<file path="config.mk">
export PLATFORM = sky130hd
export DESIGN_NAME = sorted_list_merge_backward
export DESIGN_NICKNAME = d
export VERILOG_FILES = /design/src/rtl/core/slm_pkg.sv /design/src/rtl/core/sorted_list_merge_backward.sv
export SDC_FILE = /design/constraint.sdc
export NUM_CORES = 1
export LEC_CHECK = 0
export ABC_AREA = 1
export ABC_CLOCK_PERIOD_IN_PS = 4200
export BUFFER_PORTS_ARGS = -buffer_cell sky130_fd_sc_hd__buf_2
export CORE_MARGIN = 1.5
export CORE_UTILIZATION = 42
export DETAILED_ROUTE_END_ITERATION = 6
export PLACE_DENSITY = 0.67
export SKIP_LAST_GASP = 1
export SLEW_MARGIN = 20
export SYNTH_ARGS = -nofsm -noshare
export SYNTH_HDL_FRONTEND = slang
export SYNTH_SLANG_ARGS = --single-unit
</file>
<file path="constraint.sdc">
create_clock -name clk -period 4.2 [get_ports clk]
set_clock_uncertainty 0.2 [all_clocks]
set_input_delay 0.42 -clock clk [delete_from_list [all_inputs] [get_ports clk]]
set_output_delay 0.42 -clock clk [all_outputs]
set_load 0.005 [all_outputs]
</file>
<file path="src/rtl/core/slm_pkg.sv">
// Shared types and codes for the backward sorted-list merge block.
// No dependencies.
package slm_pkg;

  localparam int DEPTH_DEF = 16;   // default list depth
  localparam int MAX_OUT   = 32;   // results emitted per merge at most

  localparam logic [1:0] OP_APPEND_FIRST  = 2'd0;
  localparam logic [1:0] OP_APPEND_SECOND = 2'd1;
  localparam logic [1:0] OP_MERGE         = 2'd2;

  typedef struct packed {
    logic [1:0]         op;
    logic signed [31:0] value;
  } in_item_t;

  typedef struct packed {
    logic [4:0]         position;
    logic signed [31:0] value_res;
    logic               from_second;
    logic               dropped;
    logic               last;
  } out_item_t;

endpackage

</file>
<file path="src/rtl/core/sorted_list_merge_backward.sv">
// Backward merge of two ascending lists; top level with list memories and sequencer.
// Depends on slm_pkg.
//
// Loads (append to first or second list) are taken one per cycle. A merge item
// then emits the merged list from the highest position down to 0, largest tail
// first, ties going to the first list. For each result, the read state reads both
// list tails from their memories and the select state compares them and loads the
// output register, waiting while the output stalls; the input stays stalled for
// the whole merge. A merge of two empty lists finishes in its accept cycle.
// At most MAX_OUT results leave per merge. Loads past DEPTH are discarded and
// flag the dropped bit on the next merge's results; counts and the flag clear
// when a merge ends.
module sorted_list_merge_backward #(
  parameter int DEPTH = slm_pkg::DEPTH_DEF
) (
  input  logic              clk,
  input  logic              rst_n,
  input  logic              in_valid,
  output logic              in_stall,
  input  slm_pkg::in_item_t in_item,
  output logic              out_valid,
  input  logic              out_stall,
  output slm_pkg::out_item_t out_item
);
  import slm_pkg::*;

  localparam int AW = (DEPTH > 1) ? $clog2(DEPTH) : 1;
  localparam int CW = $clog2(DEPTH + 1);
  localparam int PW = $clog2(2 * DEPTH + 1);
  localparam int KW = $clog2(MAX_OUT);

  localparam logic [1:0] ST_IDLE = 2'd0;
  localparam logic [1:0] ST_RD   = 2'd1;
  localparam logic [1:0] ST_SEL  = 2'd2;

  logic [31:0] first_mem  [DEPTH];
  logic [31:0] second_mem [DEPTH];

  logic [1:0]  state_r, state_nxt;
  logic [CW-1:0] cnt_a_r, cnt_a_nxt, cnt_b_r, cnt_b_nxt;
  logic [PW-1:0] pos_r, pos_nxt;
  logic [KW-1:0] k_r, k_nxt;
  logic        ovf_r, ovf_nxt;
  logic        out_valid_r, out_valid_nxt;
  out_item_t   out_item_r;
  logic signed [31:0] rd_a_r, rd_b_r;

  logic        in_acc, out_free, emit, take_a, done;
  logic [PW-1:0] pos_dec;
  logic [CW-1:0] cnt_a_dec, cnt_b_dec;

  assign in_stall  = (state_r != ST_IDLE);
  assign in_acc    = in_valid && !in_stall;
  assign out_free  = !out_valid_r || !out_stall;
  assign out_valid = out_valid_r;
  assign out_item  = out_item_r;

  assign cnt_a_dec = cnt_a_r - 1'b1;
  assign cnt_b_dec = cnt_b_r - 1'b1;
  assign pos_dec   = pos_r - 1'b1;
  assign take_a    = (cnt_a_r != '0) && ((cnt_b_r == '0) || (rd_a_r >= rd_b_r));
  assign emit      = (state_r == ST_SEL) && out_free;
  assign done      = (pos_dec == '0) || (k_r == KW'(MAX_OUT - 1));

  always_comb begin
    state_nxt     = state_r;
    cnt_a_nxt     = cnt_a_r;
    cnt_b_nxt     = cnt_b_r;
    pos_nxt       = pos_r;
    k_nxt         = k_r;
    ovf_nxt       = ovf_r;
    out_valid_nxt = out_valid_r && out_stall;
    case (state_r)
      ST_IDLE: begin
        if (in_acc) begin
          case (in_item.op)
            OP_APPEND_FIRST: begin
              if (cnt_a_r < CW'(DEPTH)) cnt_a_nxt = cnt_a_r + 1'b1;
              else                      ovf_nxt   = 1'b1;
            end
            OP_APPEND_SECOND: begin
              if (cnt_b_r < CW'(DEPTH)) cnt_b_nxt = cnt_b_r + 1'b1;
              else                      ovf_nxt   = 1'b1;
            end
            OP_MERGE: begin
              pos_nxt = PW'(cnt_a_r) + PW'(cnt_b_r);
              k_nxt   = '0;
              if ((cnt_a_r == '0) && (cnt_b_r == '0)) begin
                ovf_nxt = 1'b0;
              end else begin
                state_nxt = ST_RD;
              end
            end
            default: ;
          endcase
        end
      end
      ST_RD: state_nxt = ST_SEL;
      ST_SEL: begin
        if (emit) begin
          out_valid_nxt = 1'b1;
          pos_nxt       = pos_dec;
          k_nxt         = k_r + 1'b1;
          if (take_a) cnt_a_nxt = cnt_a_dec;
          else        cnt_b_nxt = cnt_b_dec;
          if (done) begin
            cnt_a_nxt = '0;
            cnt_b_nxt = '0;
            ovf_nxt   = 1'b0;
            state_nxt = ST_IDLE;
          end else begin
            state_nxt = ST_RD;
          end
        end
      end
      default: state_nxt = ST_IDLE;
    endcase
  end

  always_ff @(posedge clk) begin
    if (!rst_n) begin
      state_r     <= ST_IDLE;
      cnt_a_r     <= '0;
      cnt_b_r     <= '0;
      pos_r       <= '0;
      k_r         <= '0;
      ovf_r       <= 1'b0;
      out_valid_r <= 1'b0;
    end else begin
      state_r     <= state_nxt;
      cnt_a_r     <= cnt_a_nxt;
      cnt_b_r     <= cnt_b_nxt;
      pos_r       <= pos_nxt;
      k_r         <= k_nxt;
      ovf_r       <= ovf_nxt;
      out_valid_r <= out_valid_nxt;
    end
  end

  // List memories: one write port for loads, one read port each for the tail.
  always_ff @(posedge clk) begin
    if (in_acc && (in_item.op == OP_APPEND_FIRST) && (cnt_a_r < CW'(DEPTH)))
      first_mem[cnt_a_r[AW-1:0]] <= in_item.value;
    if (in_acc && (in_item.op == OP_APPEND_SECOND) && (cnt_b_r < CW'(DEPTH)))
      second_mem[cnt_b_r[AW-1:0]] <= in_item.value;
  end

  // Tail reads; an empty list's read is don't-care and masked by take_a.
  always_ff @(posedge clk) begin
    if (state_r == ST_RD) begin
      rd_a_r <= first_mem[cnt_a_dec[AW-1:0]];
      rd_b_r <= second_mem[cnt_b_dec[AW-1:0]];
    end
  end

  always_ff @(posedge clk) begin
    if (emit) begin
      out_item_r.position    <= 5'(pos_dec);
      out_item_r.value_res   <= take_a ? rd_a_r : rd_b_r;
      out_item_r.from_second <= !take_a;
      out_item_r.dropped     <= ovf_r;
      out_item_r.last        <= (pos_dec == '0);
    end
  end

endmodule

</file>
### Yosys cells after proc, flatten, opt, wreduce, memory -nomap -nowiden

Memories as Yosys holds them, arrays and structs flattened. A register that Yosys moved wholly into a read port is not among the register bits.
Index checks and enable logic that the tools add are counted.

* bits in read-only memories: 0
* memory bits (writable): 1024
* bits in registers: 65
* bits in latches: 0
* memories kept: 2

Memory list
* first_mem: depth 16, bits a word 32, rd ports 1, clocked after memory_dff 1, wr ports 1, RTL line sorted_list_merge_backward.sv:36 `logic [31:0] first_mem [DEPTH];`
* second_mem: depth 16, bits a word 32, rd ports 1, clocked after memory_dff 1, wr ports 1, RTL line sorted_list_merge_backward.sv:37 `logic [31:0] second_mem [DEPTH];`

* multiplexer cells: 43
* multipliers: 0
* equality and inequality tests: 20
* shift operators: 0
* reductions and logical operators: 29
* add/sub/neg operators: 7
* divide/modulo/power cells: 0
* bitwise logic cells: 0
* order comparisons: 3

Operators with widths (number)
* 2-to-1 mux 5 bit: 15
* greater-or-equal comparator 32 bit: 1
* 2-to-1 mux 32 bit: 1
* one-hot mux 5 bit (2 select lines): 3
* 2-to-1 mux 6 bit: 3
* inequality test 2 bit, second input constant: 8
* adder 5 x 1 -> 5 bit, second input constant: 3
* inequality test 3 bit, second input constant: 5
* 2-to-1 mux 1 bit: 13
* one-hot mux 6 bit (2 select lines): 1
* AND reduction 6 bit: 2
* zero test 5 bit: 2
* < comparator 5 bit, second input constant: 2
* subtractor 5 x 1 -> 5 bit, second input constant: 2
* logical AND 1 bit: 9
* 2-to-1 mux 2 bit: 4
* AND reduction 4 bit: 2
* AND reduction 8 bit: 1
* adder 5 x 5 -> 6 bit: 1
* zero test 6 bit: 1
* one-hot mux 2 bit (3 select lines): 1
* subtractor 6 x 1 -> 6 bit, second input constant: 1
* equality test 5 bit, second input constant: 1
* nonzero test 5 bit: 1
* 10 further kinds: 19

### Depth between registers and ports, before layout

* depth after elaboration: 7
* mapped depth: 20

### Worst setup path before layout

OpenSTA, ideal clock, no wires.

* path type: register to register
* start point: reg state_r[0]
* end point: reg rd_a_r[0], read port of first_mem (enable)
* buffers on the path: 0
* stages on the path, launching flop included: 3
* data arrival time: 3.109 ns
* data required time: 3.512 ns
* library setup time: 0.488 ns
* slack: 0.403 ns
* cell sequence: dfxtp_1 inv_1 nor2_1

* cells in the longest elaborated chain, start to end: 1

Ends and longest elaborated chain
* start, declared: RTL line sorted_list_merge_backward.sv:39 `logic [1:0] state_r, state_nxt;`
* start signal, assigned: RTL line sorted_list_merge_backward.sv:130 `state_r <= state_nxt;`
* equality test 2 x 1 -> 1 bit: RTL line sorted_list_merge_backward.sv:150 `if (state_r == ST_RD) begin`
* end, declared: RTL line sorted_list_merge_backward.sv:46 `logic signed [31:0] rd_a_r, rd_b_r;`

Every way passes these cells.
A chain may end at the register's enable or synchronous reset.

### Worst setup path after layout

* start point: reg rd_b_r[14], read port of second_mem
* end point: reg cnt_a_r[4]

* cells in the longest elaborated chain, start to end: 5

Ends and longest elaborated chain
* start, declared: RTL line sorted_list_merge_backward.sv:46
* greater-or-equal comparator 32 bit: RTL line sorted_list_merge_backward.sv:61 `assign take_a = (cnt_a_r != '0) && ((cnt_b_r == '0) || (rd_a_r >= rd_b_r));`
* logical OR 1 bit: RTL line sorted_list_merge_backward.sv:61
* logical AND 1 bit: RTL line sorted_list_merge_backward.sv:61
* inequality test 3 bit (no line)
* AND reduction 6 bit (no line)
* end signal, assigned: RTL line sorted_list_merge_backward.sv:131 `cnt_a_r <= cnt_a_nxt;`
* end, declared: RTL line sorted_list_merge_backward.sv:40 `logic [CW-1:0] cnt_a_r, cnt_a_nxt, cnt_b_r, cnt_b_nxt;`

Every way passes these cells.

==> impl_metrics.csv <==
group,metric,value,unit
outcome,outcome,"finished, final reports clean",
power_and_ir_drop,finalPower,26110,µW
detailed_routing,routedWlPerCell,23.43,µm
critical_path,cp_max_fo,33,
yosys,synth_top_cells_by_area,"edfxtp_1 73%, nor2_1 5.2%, o21ai_0 4.5%",
critical_path,crit_type,"reg2reg",
cells_and_area,area_delta_synth_final,13.42,%
timing,timing.final.crit_share,82.64,%
cells_and_area,final_cells,4903,
grt,grt_max_degree,155,
power_and_ir_drop,netSwitchingPower,6767,µW
cells_and_area,final_layout_size_suffix_gt1_share,11.87,%
place,dp.cells,4691,
flow_run,cap_violations,0,
yosys,netlist.area_leader.share,73.44,%
critical_path,startpoint,"rd_b_r[14]$_DFFE_PN_",
critical_path,critPathMaxStageDelay,0.50,ns
yosys,async_reset_ff_share,0,%
critical_path,reg2reg_from,"rd_b_r[14]$_DFFE_PN_",
power_and_ir_drop,seqPwrFrac,49.8,%
detailed_routing,ant_nets,0,
critical_path,setup.worst_path.end_class,"register",
yosys,synth_area,0.04612,mm²
timing,fmax,0.2881,GHz
floorplan,die_width,334.4,µm
critical_path,cp-endpoint,"cnt_a_r[4]$_SDFFE_PN0P_",
power_and_ir_drop,comb_power_share,13.8,%
timing,fin_ws,0.7292,ns
cts,cts_tree,"yes",
critical_path,rr_endpoint,"cnt_a_r[4]$_SDFFE_PN0P_",
cts,clk_pin_slew,0.07,ns
yosys,ys_types,45,
timing,setup_viol,0,
power_and_ir_drop,sw_frac_of_total,25.91,%
timing,max_slew_margin,35.30,%
critical_path,reg2reg_slack,0.73,ns
cts,cts.repair.resized,0,
yosys,netlist_top_cells_count,"1,128 x edfxtp_1, 641 x nor2_1, 413 x o21ai_0, 143 x mux2i_1, 140 x clkbuf_1",
yosys,ys_seq_area_share,74.53,%
yosys,synth-edff-count,1128,
cts,cts_buffer_depth,3,
yosys,syn_inst,3323,
place,gp_congestion,0.8780,
detailed_routing,routed_wl,114900,µm
detailed_routing,drc_errors,0,
yosys,synth_ff_type,"edfxtp_1",
floorplan,fp.dieH,334.4,µm
floorplan,pin_count,80,
worst_hold_path,hold_depth,1,
yosys,ys_seq_elements,1153,
cts,htreeDepth,3,
floorplan,rows,121,
place,dpl_worst_slack,0.8321,ns
worst_hold_path,hp-class,"in2reg",
cells_and_area,fin_nets,3489,
timing,tightestPinTransition,0.9705,ns
detailed_routing,drtIter0Drc,3019,
timing,slew_violations,0,
floorplan,core_area,0.1089,mm²
critical_path,startpoint_type,"register",
timing,finalCriticalPeriod,3.471,ns
grt,grtUsageTotal,20.33,%
timing,hold_viol_final,0,
detailed_routing,first_pass_iters,5,
grt,antenna_found_initial,4,
yosys,synth_area_leader_cell,"edfxtp_1",
detailed_routing,dr_total_vias,27890,
critical_path,slowest_stage,"nand2_4",
power_and_ir_drop,worst_ir_drop_vdd,0.3546,mV
place,dp_hpwl,65930,µm
power_and_ir_drop,power.share.clock,36.5,%
cts,cts_num_sinks,1153,
floorplan,dieArea,0.1118,mm²
power_and_ir_drop,power_density,499.3,mW/mm²
cts,clk_latency,0.71,ns
yosys,yosys_warnings,0,
timing,hold_ws,0.04299,ns
timing,tns,0,ns
critical_path,cpMostUsedCell,"nand2_1",
timing,rsz0062_at_grt,"no",
grt,grt_overflow,0,
floorplan,start_util,42.37,%
detailed_routing,avgViaCountPerCell,5.688,
grt,grt_pass1_vias,27100,
power_and_ir_drop,p_leak,0.01678,µW
critical_path,cp_cell_sequence,"inv_1 > ha_1 > nand2_1 > inv_1 > nand3_1 > nor2_1 > nand2_1 > nand2_1 > nand2_1 > nand3_1 > nand3_2 > nand2_4 > nand2_2 > a21oi_1 > nor2_1",
cts,cts_made_buffers,109,
critical_path,cp.required,4.59,ns
yosys,synth.most_common_cell,"edfxtp_1",
yosys,syn_nets,3412,
yosys,postSynthAreaPerCell,13.88,µm²
place,port_buffers,79,
cts,cts_root_buf,"clkbuf_16",
critical_path,reg2regPathDepth,15,
critical_path,arrival,3.86,ns
grt,grt_pass1_wl,171400,µm
power_and_ir_drop,intPower,19350,µW
==> critical path, delay by kind of cell, from the launching register on <==
family | cells | cell delay, ns
and+or+nand+nor | 11 | 2.03
DFF | 1 | 0.46
adders and majority gates | 1 | 0.28
AOI/OAI and AO/OA | 1 | 0.23
buffers and inverters | 2 | 0.17
==> layout make-up <==
class	count	area [µm²]
sequential	1153	34380
inverter	100	385.4
antenna	1	2.502
timing repair buffer	174	1555
multi-input combinational	1862	10790
tap	1414	1769
fill	9020	56550
clock buffer	136	2850
clock inverter	63	576.8
==> power by group through the flow <==
stage | Combinational, µW | Sequential (µW) | Clock (µW)
finish | 3600 | 13000 | 9520
global route | 3930 | 13000 | 10100
CTS | 3590 | 13000 | 9640
detailed placement | 3560 | 13200 | 0
global placement | 3500 | 13200 | 0
floorplan | 2320 | 13200 | 0
==> sequential cells by signal, indices dropped and copies added, names as in the netlist, 6 cells and up <==
name and cells:
first_mem 512, rd_b_r 32, second_mem 512, rd_a_r 32, out_item 40, pos_r 6
==> logic make-up (layout without fill, tap and decap cells) <==
kind of cell | Yosys count | in the layout | share of synthesized area (%)
xor gates and xnor gates | 9 | 9 | 0.1872
AOI/OAI and AO/OA | 797 | 797 | 10.47
DFF | 1153 | 1153 | 74.53
muxes | 143 | 143 | 3.104
and+or+nand+nor | 862 | 862 | 7.504
other | 0 | 1 | 0
buffers and inverters | 308 | 473 | 2.808
adders and majority gates | 51 | 51 | 1.400
==> cell usage in the layout (no fill, tap or decap), types with 26 or more instances in the layout <==
master | synthesis | final
buf_2 | 43 | 79
o21ai_0 | 413 | 413
inv_1 | 93 | 93
o221ai_1 | 81 | 81
a21oi_2 | 31 | 31
nand3_1 | 41 | 41
clkbuf_16 | 0 | 110
ha_1 | 50 | 48
o21ai_1 | 43 | 43
clkbuf_1 | 140 | 26
nand2_1 | 89 | 89
a21oi_1 | 36 | 36
nor2_1 | 641 | 608
o22ai_1 | 113 | 113
clkinv_1 | 4 | 27
edfxtp_1 | 1128 | 1128
nor3_1 | 57 | 56
mux2i_1 | 143 | 143
nor2_4 | 1 | 34
buf_12 | 2 | 33
o32ai_1 | 63 | 63
buf_4 | 6 | 49
==> metrics by stage <==
stage / area, µm² / util [%]
after detailed placement: 48760 / 44.79
final: 52310 / 48.05
after floorplan: 46120 / -
after global placement: 48750 / 44.79
after CTS: 52310 / 48.05
after global routing: 52310 / 48.05
==> layer usage <==
metal | vias up | GRT usage (%) | share of wire [%]
li1 | 12640 | - | -
met1 | 14000 | 27.61 | 42
met2 | 1039 | 32.79 | 47
met3 | 208 | 3.996 | 7.6
met4 | 2 | 6.934 | 3.0
met5 | - | 0 | 0.017
==> worst min-delay path by stage <==
| stage | slack [ns] | endpoint | start |
|---|---|---|---|
| global route | 0.04 | first_mem[9][17]$_DFFE_PP_ | in_item[17] |
| detailed placement | 0.23 | out_item[1]$_DFFE_PP_ | ovf_r$_SDFFE_PN0P_ |
| floorplan | 0.21 | out_item[1]$_DFFE_PP_ | ovf_r$_SDFFE_PN0P_ |
| finish | 0.04 | first_mem[2][0]$_DFFE_PP_ | in_item[0] |
| CTS | 0.0005 | second_mem[8][5]$_DFFE_PP_ | in_item[5] |
| global placement | 0.24 | out_item[1]$_DFFE_PP_ | ovf_r$_SDFFE_PN0P_ |
==> repair_timing <==
action                                 4_1_cts  5_1_grt
setup buffers                                0        0
hold buffers                                12        0
endpoints found under the hold margin      181        0
(Power assumes the default switching activity.)
